<file path="src/ctm_pkg.sv">
`timescale 1ns / 1ps

package ctm_pkg;

   localparam int TEMPLATE_COUNT = 42;
   localparam int ROM_ENTRIES    = 42;
   localparam int TPL_SCAN       = (TEMPLATE_COUNT < ROM_ENTRIES) ? TEMPLATE_COUNT : ROM_ENTRIES;

   localparam int PC_COUNT  = 12;
   localparam int PC_W      = 4;
   localparam int TPL_IDX_W = 6;
   localparam int SCORE_W   = 8;

   localparam logic [PC_W-1:0]      LAST_ROOT  = PC_W'(PC_COUNT - 1);
   localparam logic [TPL_IDX_W-1:0] LAST_TPL   = TPL_IDX_W'(TPL_SCAN - 1);
   localparam logic signed [SCORE_W-1:0] SCORE_FLOOR = -8'sd100;

   typedef struct packed {
      logic [PC_COUNT-1:0] mask;
      logic                maj;
      logic                dim;
   } tpl_entry_type;

   typedef struct packed {
      logic load;
      logic step;
   } ctm_cmd_type;

   typedef struct packed {
      logic last_step;
   } ctm_sts_type;

   function automatic tpl_entry_type tpl_rom(input logic [TPL_IDX_W-1:0] idx);
      tpl_entry_type e;
      unique case (idx)
         6'd0:  e = '{12'b000010010001, 1'b1, 1'b0};
         6'd1:  e = '{12'b000010001001, 1'b0, 1'b0};
         6'd2:  e = '{12'b000001001001, 1'b0, 1'b1};
         6'd3:  e = '{12'b000100010001, 1'b1, 1'b0};
         6'd4:  e = '{12'b000010000101, 1'b1, 1'b0};
         6'd5:  e = '{12'b000010100001, 1'b1, 1'b0};
         6'd6:  e = '{12'b000010100101, 1'b1, 1'b0};
         6'd7:  e = '{12'b001010010001, 1'b1, 1'b0};
         6'd8:  e = '{12'b001010001001, 1'b0, 1'b0};
         6'd9:  e = '{12'b000110010001, 1'b1, 1'b0};
         6'd10: e = '{12'b000110001001, 1'b0, 1'b0};
         6'd11: e = '{12'b100010010001, 1'b1, 1'b0};
         6'd12: e = '{12'b010010001001, 1'b0, 1'b0};
         6'd13: e = '{12'b001001001001, 1'b0, 1'b1};
         6'd14: e = '{12'b010001001001, 1'b0, 1'b1};
         6'd15: e = '{12'b010100010001, 1'b1, 1'b0};
         6'd16: e = '{12'b010010010001, 1'b1, 1'b0};
         6'd17: e = '{12'b100100010001, 1'b1, 1'b0};
         6'd18: e = '{12'b100010001001, 1'b0, 1'b0};
         6'd19: e = '{12'b000010010101, 1'b1, 1'b0};
         6'd20: e = '{12'b000010001101, 1'b0, 1'b0};
         6'd21: e = '{12'b000010010011, 1'b1, 1'b0};
         6'd22: e = '{12'b000010001011, 1'b0, 1'b0};
         6'd23: e = '{12'b001010010101, 1'b1, 1'b0};
         6'd24: e = '{12'b001010001101, 1'b0, 1'b0};
         6'd25: e = '{12'b100010010101, 1'b1, 1'b0};
         6'd26: e = '{12'b100010110101, 1'b1, 1'b0};
         6'd27: e = '{12'b101010010101, 1'b1, 1'b0};
         6'd28: e = '{12'b010010001101, 1'b0, 1'b0};
         6'd29: e = '{12'b010010101101, 1'b0, 1'b0};
         6'd30: e = '{12'b011010101101, 1'b0, 1'b0};
         6'd31: e = '{12'b010010010101, 1'b1, 1'b0};
         6'd32: e = '{12'b010010110101, 1'b1, 1'b0};
         6'd33: e = '{12'b011010110101, 1'b1, 1'b0};
         6'd34: e = '{12'b010010010011, 1'b1, 1'b0};
         6'd35: e = '{12'b010010011001, 1'b1, 1'b0};
         6'd36: e = '{12'b010011010101, 1'b1, 1'b0};
         6'd37: e = '{12'b010110010101, 1'b1, 1'b0};
         6'd38: e = '{12'b010010100001, 1'b1, 1'b0};
         6'd39: e = '{12'b010010000101, 1'b1, 1'b0};
         6'd40: e = '{12'b010010110001, 1'b1, 1'b0};
         6'd41: e = '{12'b011010010001, 1'b1, 1'b0};
         default: e = '{12'b000000000000, 1'b0, 1'b0};
      endcase
      return e;
   endfunction

endpackage

</file>
<file path="src/ctm_datapath.sv">
`timescale 1ns / 1ps

module ctm_datapath import ctm_pkg::*; (
   input  logic                 clock,
   input  ctm_cmd_type          cmd,
   output ctm_sts_type          sts,
   input  logic [PC_COUNT-1:0]  note_set,
   input  logic [PC_W-1:0]      bass_pitch_class,
   output logic                 found,
   output logic [PC_W-1:0]      root_pitch_class,
   output logic [PC_W-1:0]      bass_out,
   output logic [TPL_IDX_W-1:0] template_index,
   output logic                 major_family,
   output logic                 diminished
);

   function automatic logic [PC_W-1:0] popcount12(input logic [PC_COUNT-1:0] v);
      logic [PC_W-1:0] n;
      n = '0;
      for (int i = 0; i < PC_COUNT; i++) begin
         n = n + PC_W'(v[i]);
      end
      return n;
   endfunction

   logic [PC_COUNT-1:0]  set_ff, set_in;
   logic [PC_W-1:0]      bass_ff, bass_in;
   logic [PC_W-1:0]      root_ff, root_in;
   logic [TPL_IDX_W-1:0] tpl_ff, tpl_in;
   logic signed [SCORE_W-1:0] best_ff, best_in;
   logic                 found_ff, found_in;
   logic [PC_W-1:0]      win_root_ff, win_root_in;
   logic [TPL_IDX_W-1:0] win_idx_ff, win_idx_in;
   logic                 win_maj_ff, win_maj_in;
   logic                 win_dim_ff, win_dim_in;

   logic [2*PC_COUNT-1:0] dbl;
   logic [PC_COUNT-1:0]   rot;
   tpl_entry_type         tpl;
   logic [PC_W-1:0]       hit, miss, ext;
   logic signed [SCORE_W-1:0] score;
   logic                  root_on;
   logic                  tpl_last;

   always_comb begin
      dbl      = {set_ff, set_ff} >> root_ff;
      rot      = dbl[PC_COUNT-1:0];
      tpl      = tpl_rom(tpl_ff);
      hit      = popcount12(rot & tpl.mask);
      miss     = popcount12(tpl.mask & ~rot);
      ext      = popcount12(rot & ~tpl.mask);
      score    = SCORE_W'(3 * $signed({4'b0, hit}) - 2 * $signed({4'b0, miss})
                 - 2 * $signed({4'b0, ext}));
      root_on  = set_ff[root_ff];
      tpl_last = (tpl_ff == LAST_TPL);
      sts.last_step = (root_ff == LAST_ROOT) && (!root_on || tpl_last);
   end

   always_comb begin
      set_in      = set_ff;
      bass_in     = bass_ff;
      root_in     = root_ff;
      tpl_in      = tpl_ff;
      best_in     = best_ff;
      found_in    = found_ff;
      win_root_in = win_root_ff;
      win_idx_in  = win_idx_ff;
      win_maj_in  = win_maj_ff;
      win_dim_in  = win_dim_ff;
      if (cmd.load) begin
         set_in      = note_set;
         bass_in     = bass_pitch_class;
         root_in     = '0;
         tpl_in      = '0;
         best_in     = SCORE_FLOOR;
         found_in    = 1'b0;
         win_root_in = '0;
         win_idx_in  = '0;
         win_maj_in  = 1'b1;
         win_dim_in  = 1'b0;
      end else if (cmd.step) begin
         // silent roots are skipped without trying their templates
         if (root_on && (score > best_ff)) begin
            best_in     = score;
            found_in    = 1'b1;
            win_root_in = root_ff;
            win_idx_in  = tpl_ff;
            win_maj_in  = tpl.maj;
            win_dim_in  = tpl.dim;
         end
         if (!root_on || tpl_last) begin
            tpl_in  = '0;
            root_in = root_ff + PC_W'(1);
         end else begin
            tpl_in = tpl_ff + TPL_IDX_W'(1);
         end
      end
   end

   always_ff @(posedge clock) begin
      set_ff      <= set_in;
      bass_ff     <= bass_in;
      root_ff     <= root_in;
      tpl_ff      <= tpl_in;
      best_ff     <= best_in;
      found_ff    <= found_in;
      win_root_ff <= win_root_in;
      win_idx_ff  <= win_idx_in;
      win_maj_ff  <= win_maj_in;
      win_dim_ff  <= win_dim_in;
   end

   assign found            = found_ff;
   assign root_pitch_class = win_root_ff;
   assign bass_out         = bass_ff;
   assign template_index   = win_idx_ff;
   assign major_family     = win_maj_ff;
   assign diminished       = win_dim_ff;

endmodule

</file>
<file path="src/ctm_controller.sv">
`timescale 1ns / 1ps

module ctm_controller import ctm_pkg::*; (
   input  logic        clock,
   input  logic        reset,
   input  logic        req_valid,
   output logic        req_stall,
   output logic        rsp_valid,
   input  logic        rsp_stall,
   output ctm_cmd_type cmd,
   input  ctm_sts_type sts
);

   typedef enum logic [2:0] {
      ST_IDLE = 3'b001,
      ST_RUN  = 3'b010,
      ST_OUT  = 3'b100
   } state_type;

   state_type state_ff, state_in;

   always_comb begin
      state_in  = state_ff;
      cmd.load  = 1'b0;
      cmd.step  = 1'b0;
      req_stall = (state_ff != ST_IDLE);
      rsp_valid = (state_ff == ST_OUT);
      unique case (state_ff)
         ST_IDLE: begin
            if (req_valid) begin
               cmd.load = 1'b1;
               state_in = ST_RUN;
            end
         end
         ST_RUN: begin
            cmd.step = 1'b1;
            if (sts.last_step) begin
               state_in = ST_OUT;
            end
         end
         ST_OUT: begin
            if (!rsp_stall) begin
               state_in = ST_IDLE;
            end
         end
         default: state_in = ST_IDLE;
      endcase
   end

   always_ff @(posedge clock) begin
      if (reset) begin
         state_ff <= ST_IDLE;
      end else begin
         state_ff <= state_in;
      end
   end

endmodule

</file>
<file path="src/chord_template_matcher.sv">
// Flow: the beat is loaded, then the scan skips each silent root and tries every
// template for each sounding root, then the result beat is offered.
// One item at a time: a new beat is refused until the result has been taken;
// the single shared scoring unit walks roots by templates.
// Reset (synchronous, active high) returns the controller to idle; no result pending.
`timescale 1ns / 1ps

module chord_template_matcher import ctm_pkg::*; (
   input  logic                 clock,
   input  logic                 reset,
   input  logic                 req_valid,
   output logic                 req_stall,
   input  logic [PC_COUNT-1:0]  req_note_set,
   input  logic [PC_W-1:0]      req_bass_pitch_class,
   output logic                 rsp_valid,
   input  logic                 rsp_stall,
   output logic                 rsp_found,
   output logic [PC_W-1:0]      rsp_root_pitch_class,
   output logic [PC_W-1:0]      rsp_bass_out,
   output logic [TPL_IDX_W-1:0] rsp_template_index,
   output logic                 rsp_major_family,
   output logic                 rsp_diminished
);

   ctm_cmd_type cmd;
   ctm_sts_type sts;

   ctm_controller u_ctrl (
      .clock     (clock),
      .reset     (reset),
      .req_valid (req_valid),
      .req_stall (req_stall),
      .rsp_valid (rsp_valid),
      .rsp_stall (rsp_stall),
      .cmd       (cmd),
      .sts       (sts)
   );

   ctm_datapath u_dp (
      .clock            (clock),
      .cmd              (cmd),
      .sts              (sts),
      .note_set         (req_note_set),
      .bass_pitch_class (req_bass_pitch_class),
      .found            (rsp_found),
      .root_pitch_class (rsp_root_pitch_class),
      .bass_out         (rsp_bass_out),
      .template_index   (rsp_template_index),
      .major_family     (rsp_major_family),
      .diminished       (rsp_diminished)
   );

endmodule

</file>
<file path="config.mk">
export PLATFORM = sky130hd
export DESIGN_NAME = chord_template_matcher
export DESIGN_NICKNAME = d
export VERILOG_FILES = /design/src/ctm_pkg.sv /design/src/ctm_datapath.sv /design/src/ctm_controller.sv /design/src/chord_template_matcher.sv
export SDC_FILE = /design/constraint.sdc
export NUM_CORES = 1
export LEC_CHECK = 0
export ABC_AREA = 1
export BUFFER_PORTS_ARGS = -buffer_cell sky130_fd_sc_hd__buf_2
export CELL_PAD_IN_SITES_DETAIL_PLACEMENT = 0
export CELL_PAD_IN_SITES_GLOBAL_PLACEMENT = 1
export CORE_UTILIZATION = 41
export CTS_BUF_LIST = sky130_fd_sc_hd__clkbuf_16
export DETAILED_ROUTE_END_ITERATION = 6
export PLACE_DENSITY = 0.83
export SLEW_MARGIN = 10
export SYNTH_ARGS = -nofsm -noshare
export SYNTH_HDL_FRONTEND = slang
export SYNTH_HIERARCHICAL = 1
export SYNTH_SLANG_ARGS = --single-unit
</file>
<file path="constraint.sdc">
create_clock -name clock -period 7.25 [get_ports clock]
set_input_delay 1.0875 -clock clock [delete_from_list [all_inputs] [get_ports clock]]
set_output_delay 1.0875 -clock clock [all_outputs]
set_load 0.01 [all_outputs]
</file>
# Word-level counts from Yosys, hierarchy flattened
# Memories as Yosys holds them, arrays and structs flattened. A register that Yosys moved wholly into a read port is not among the register bits.
# Cells that the tools add are included.
[totals]
reg_bits = 50
romBits = 896
inputBits = 20
output_inout_bits = 19
wordCells = 86
memories = 1
[memory_table]
columns = ["memory", "words", "word_bits", "rd", "rd_ports_with_merged_regs", "write_ports", "line_no", "text"]
rows = [
  ["(no name shown)", 64, 14, 1, 1, 0, "ctm_pkg.sv:35", "unique case (idx)"],
]
[classes]
addsub = 37
n_mul = 1
order_cmp = 2
eq_ne = 9
shift = 1
n_mux = 12
bitwise = 5
n_reduce_logical = 7
[ops]
columns = ["cell", "n"]
rows = [
  ["4-bit by 1-bit adder with 4-bit output", 30],
  ["12-bit bitwise AND", 3],
  ["12-bit NOT", 2],
  ["24-bit by 4-bit right shift with 12-bit output", 1],
  ["6-bit 2-to-1 mux", 3],
  ["8-bit by 6-bit subtractor with 8-bit output", 2],
  ["3-bit 2-to-1 mux", 3],
  ["3-bit one-hot mux with 3 select lines", 1],
  ["8-bit > comparator", 1],
  ["1-bit by 1-bit adder with 2-bit output", 3],
  ["6-bit by 1-bit adder with 6-bit output (second input constant)", 1],
  ["6-bit == test (second input constant)", 1],
  ["2-bit by 4-bit multiplier with 6-bit output (first input constant)", 1],
  ["2-bit inequality test (second input constant)", 3],
  ["4-bit by 5-bit less-than comparator with 1-bit output (second input constant)", 1],
  ["4-bit by 1-bit adder with 4-bit output (second input constant)", 1],
  ["1-bit binary-select mux with 4-bit select", 1],
  ["4-bit == test (second input constant)", 1],
  ["1-bit 2-to-1 mux", 4],
  ["2-bit AND reduction", 2],
  ["3-bit by 1-bit == test with 1-bit output (second input constant)", 1],
  ["3-bit by 2-bit == test with 1-bit output (second input constant)", 1],
  ["3-bit == test (second input constant)", 1],
  ["3-bit by 1-bit inequality test with 1-bit output (second input constant)", 1],
  ["4 further kinds", 5],
]

# Depth between registers and ports, before layout
[logic_depth]
word_depth = 19
ltp_mapped = 42

# By module
# Netlist, hierarchy kept.
[by_module_without_submodules]
columns = ["mod", "instances", "cells_per_inst", "area_per_inst_um2"]
rows = [
  ["ctm_datapath", 1, 627, 4837.1],
  ["ctm_controller", 1, 27, 181.4],
]

# Worst setup path after synthesis
# Ideal clock, no wire load.
[synth_timing]
path_type = "register -> register"
start = "reg u_dp.root_ff[0]"
end = "reg u_dp.best_ff[0]"
setup_time_ns = 0.070
arrival_ns = 7.508
t_required_ns = 7.180
path_slack_ns = -0.328
stages_incl_launch_ff = 39
n_path_buf = 2
period_less_slack_ns = 7.578
path_cell_list = "dfxtp_1 -> inv_2 -> buf_6 -> o21ai_2 -> nand2_1 -> and2_1 -> nand2_1 -> nand2_1 -> inv_1 -> o21ai_0 -> or2_2 -> fa_1 -> fa_1 -> fa_1 -> inv_1 -> fa_1 -> ha_1 -> fa_1 -> [3 not listed] -> xor2_1 -> ha_1 -> a21oi_1 -> nand2_1 -> nand2_1 -> nand2_1 -> xnor2_1 -> inv_1 -> ha_1 -> nand2_1 -> nor2_1 -> nand2_1 -> o2111ai_1 -> o211ai_1 -> nor2_2 -> buf_2 -> o21ai_0 -> a21oi_1"
[synth_via]
elab_chain_cells = 19
word_cells_on_any_way = 46
[synth_lines]
columns = ["element", "line_no", "text"]
rows = [
  ["from (decl)", "ctm_datapath.sv:28", "logic [PC_W-1:0] root_ff, root_in;"],
  ["from (signal assigned)", "ctm_datapath.sv:103", "root_ff <= root_in;"],
  ["24-bit by 4-bit right shift with 12-bit output *", "ctm_datapath.sv:46", "dbl = {set_ff, set_ff} >> root_ff;"],
  ["12-bit bitwise AND / 12-bit NOT (equally long branches)", "ctm_datapath.sv:49, ctm_datapath.sv:50", ""],
  ["1-bit by 1-bit adder with 2-bit output / 12-bit bitwise AND (equally long branches)", "ctm_datapath.sv:21, ctm_datapath.sv:50", ""],
  ["4-bit by 1-bit adder with 4-bit output / 1-bit by 1-bit adder with 2-bit output (equally long branches)", "ctm_datapath.sv:21", "n = n + PC_W'(v[i]);"],
  ["4-bit by 1-bit adder with 4-bit output (9 in a row)", "ctm_datapath.sv:21", ""],
  ["2-bit by 4-bit multiplier with 6-bit output / 4-bit by 1-bit adder with 4-bit output (equally long branches)", "ctm_datapath.sv:52, ctm_datapath.sv:21", ""],
  ["8-bit by 6-bit subtractor with 8-bit output", "ctm_datapath.sv:52", "score = SCORE_W'(3 * $signed({4'b0, hit}) - 2 * $signed({4'b0, miss})"],
  ["8-bit by 6-bit subtractor with 8-bit output *", "ctm_datapath.sv:53", "- 2 * $signed({4'b0, ext}));"],
  ["via u_dp.score[6]", "ctm_datapath.sv:41", "logic signed [SCORE_W-1:0] score;"],
  ["8-bit > comparator *", "ctm_datapath.sv:83", "if (root_on && (score > best_ff)) begin"],
  ["1-bit logical AND *", "ctm_datapath.sv:83", ""],
  ["2-bit AND reduction (no source line) *", "n/a", ""],
  ["to (signal assigned)", "ctm_datapath.sv:105", "best_ff <= best_in;"],
  ["to (decl)", "ctm_datapath.sv:30", "logic signed [SCORE_W-1:0] best_ff, best_in;"],
]
# The timed path passes the listed nets; every way through them passes the cells marked *. The select of a mux whose other input is x is not followed.
# A chain may end at the register's enable or synchronous reset.

# Worst setup path in the final report
[layout_timing]
start = "reg u_dp.root_ff[0]"
end = "reg u_dp.best_ff[7]"
# Same word-level chain as after synthesis.

==> results by group <==
Global routing
  – Largest net degree at the start of global routing: 29
  – Met3 global-route usage: 0.0351
  – GR peak layer: met2
  – Aggregate global routing overflow: 0
  – Vias in the first global route: 4788
  – Met2 usage: 0.400
  – Initial antenna violation count: 0
  – Global-route wire length before repair: 22900 µm
  – Tot GR Track Use: 0.229
  – M1 GR Usage: 0.280

Clocking
  – Clock transition at the registers of the reported paths: 0.05 ns
  – Post-CTS Hold Fix Bufs: 0
  – CTS tree: built
  – Num CTS Buffers: 9
  – Clk Latency, worst-skew pair: 0.32 ns
  – H-tree Lvls: 3
  – Clock Tree Buf Depth: 2
  – CTS root buffer: clkbuf_16
  – Clock sink count: between 60 and 70

Finish
  – Reg area: roughly 1400 µm²
  – Multi-input logic area: about 3400 µm²
  – FILL cells: 1094
  – Number of antenna diodes: 0
  – Final Cell Area: 6610 µm²
  – Layout Nets: 850
  – Fraction of layout cells with a size suffix above 1: 0.339
  – Area growth syn-to-layout: 31.7%

Yosys
  – Sequential fraction of the synthesis area: 0.287
  – Count leader, synth: nand2_1
  – Syn_area_per_cell: between 7 and 8 µm²
  – Netlist cell types: 46
  – Number of synthesized register bits: 64
  – Share of the synthesized area in the top cell type: 0.191
  – Synth top area cells: dfxtp_1, fa_1, nand2_1
  – Cell Area, Synth: 5020 µm²
  – Post-synthesis cell count: 654
  – Synth cell count leaders: nand2_1, inv_1, o21ai_0
  – Area leader, netlist: dfxtp_1
  – Syn Nets: 737
  – Share of synthesized registers carrying an async set or reset: 0
  – Ys flop type: dfxtp_1
  – Ys Warns: 6
  – Post-synth EDFFs: 16

Route
  – DRT Wirelength: 13500 µm
  – Vias: roughly 4700
  – Avg Vias per Cell: 5.13
  – DRT Pass-1 Iters: 5
  – Antenna-violating nets left: 0
  – # DRC: 0
  – 1st-iter DRT viols: approximately 170
  – Drt wl/cell: 14.7 µm

Floorplan
  – Core area: roughly 12000 µm²
  – Num ports: 39
  – Rows: 40
  – Die Wd: between 100 and 150 µm
  – Die Ht: about 110 µm
  – Initial Util: 0.420
  – Die area: 12700 µm²

Placement
  – # port buffers: 38
  – Area after DPL: 5680 µm²
  – Dpl hpwl: 9810 µm
  – Final GP Congestion: 0.925
  – Pre-CTS WS: -0.628 ns

Critical path
  – CP max FO: 11
  – Worst endpoint data arrival time: 7.99 ns
  – Origin of the critical flop-to-flop path: u_dp/root_ff[0]$_SDFFE_PP0P_
  – Crit start category: register
  – Worst path slowest cell: fa_2
  – Crit-path most repeated cell: buf_4
  – CP Data Required Time: 7.51 ns
  – Worst setup path start: u_dp/root_ff[0]$_SDFFE_PP0P_
  – Highest cell delay on the worst timing path: 0.54 ns
  – Crit. End Element: register
  – WS Path Type: register to register

Timing
  – Final Hold Viols: 0
  – Slew Limit Fails: 0
  – Final cycle utilization of the critical path: 1.07
  – RSZ-0062 raised after global routing: true
  – Final worst path period need: 7.73 ns
  – Final setup viols: 21
  – Rel. slew slack: 0.527
  – Fmax: 129 MHz
  – Worst Skew: around 0.0061 ns
  – Final WS setup: -0.479 ns
  – Slew @ Worst Pin: 0.692 ns

Run status
  – Violated checks: negative setup slack
  – Status: finished with violations

Min path
  – Hold crit path type: register to register
  – HP Start: u_dp/tpl[1]$_DFF_P_

Job
  – Max-Cap Viols: 0
-- worst paths after layout --
kind | slack (ns) | cells after the start | to
max | -0.48 | 48 | u_dp/best_ff[7]$_SDFFE_PP1P_
min | 0.43 | 2 | u_dp/major_family$_SDFFE_PP1P_
max reg2reg | -0.48 | 48 | u_dp/best_ff[7]$_SDFFE_PP1P_
min reg2reg | 0.43 | 2 | u_dp/major_family$_SDFFE_PP1P_
-- timing repair --
item                                    4_1_cts  5_1_grt
resized for setup                            65       32
pin swaps                                    20       24
cloned                                        3        0
setup buffers                                37        4
endpoints found under the setup margin       21       21
-- state kept, by name, indices dropped and copies added, names as in the netlist --
| name | cells |
|---|---|
| u_ctrl/state_ff | 3 |
| u_dp/bass_out | 4 |
| u_dp/best_ff | 8 |
| u_dp/diminished | 1 |
| u_dp/found | 1 |
| u_dp/major_family | 1 |
| u_dp/root_ff | 4 |
| u_dp/root_pitch_class | 4 |
| u_dp/set_ff | 12 |
| u_dp/template_index | 6 |
| u_dp/tpl | 14 |
| u_dp/tpl_ff | 6 |
-- stage by stage --
step,setup TNS [ns],utilization,std cells,hold WS [ns]
2_1_floorplan,-1.07,-,654,0.402
3_3_place_gp,-7.01,0.475,860,0.421
3_5_place_dp,-11.83,0.475,860,0.429
4_1_cts,-5.24,0.543,915,0.444
5_1_grt,-17.10,0.553,918,0.459
6_report,-9.24,0.553,918,0.433
-- layout make-up --
| class | count | area share |
|---|---|---|
| Multi-Input combinational cell | 470 | 0.517 |
| Sequential cell | 64 | 0.219 |
| Timing Repair Buffer | 121 | 0.134 |
| Inverter | 101 | 0.0594 |
| Clock buffer | 9 | 0.0341 |
| Tap cell | 147 | 0.0278 |
| Clock inverter | 6 | 0.00795 |
-- cell families (layout without fill, tap and decap cells) --
| family | Yosys count | count (layout) | synth area share |
|---|---|---|---|
| buf+inv | 120 | 237 | 0.0982 |
| flops | 64 | 64 | 0.287 |
| simple gates | 281 | 281 | 0.270 |
| compound gates | 110 | 110 | 0.118 |
| fa+ha+maj | 63 | 63 | 0.197 |
| xor+xnor | 14 | 14 | 0.0259 |
| mux | 2 | 2 | 0.00399 |
-- placed cells by master (no fill, tap or decap), types with 4 or more instances in the layout --
cell type  Yosys  final
inv_2          6     11
nor2_2         7     10
a21oi_1       35     21
nand3_2        1      8
nand2_4        4      5
or2_4          0      4
nor2_1        33     27
nor2_4         2      5
dfxtp_1       48     46
o21ai_0       53     20
or2_2         12      8
fa_1          27     22
nand3_1       52     45
buf_4          2     75
nand4_1       11     11
nand2_1      141    129
o21ai_2        1     14
ha_1          36     29
buf_2          4     39
inv_1         95     89
o21ai_1        7     27
a31oi_1        4      4
nand2_2        5     16
xor2_1         8      7
clkbuf_16      0      9
a21oi_2        1     15
fa_2           0      5
edfxtp_1      16     16
ha_4           0      5
-- worst max-delay path: cells and delay by family, from the launching register on --
| kind | cells | cell delay [ns] |
|---|---|---|
| DFF | 1 | 0.38 |
| adders and majority gates | 7 | 2.67 |
| xor gates and xnor gates | 2 | 0.35 |
| AOI/OAI and AO/OA | 6 | 0.65 |
| buffers and inverters | 21 | 2.48 |
| and+or+nand+nor | 12 | 1.12 |
-- routing by layer --
layer,up-vias,wire length [µm],part of all wire
met4,0,375,0.028
met3,28,351,0.026
li1,2355,-,-
met5,-,0,0
met2,81,6670,0.49
met1,2241,6100,0.45
Power is not shown: default switching activity piles up to over one toggle a cycle in this logic, so the estimate is an artifact.
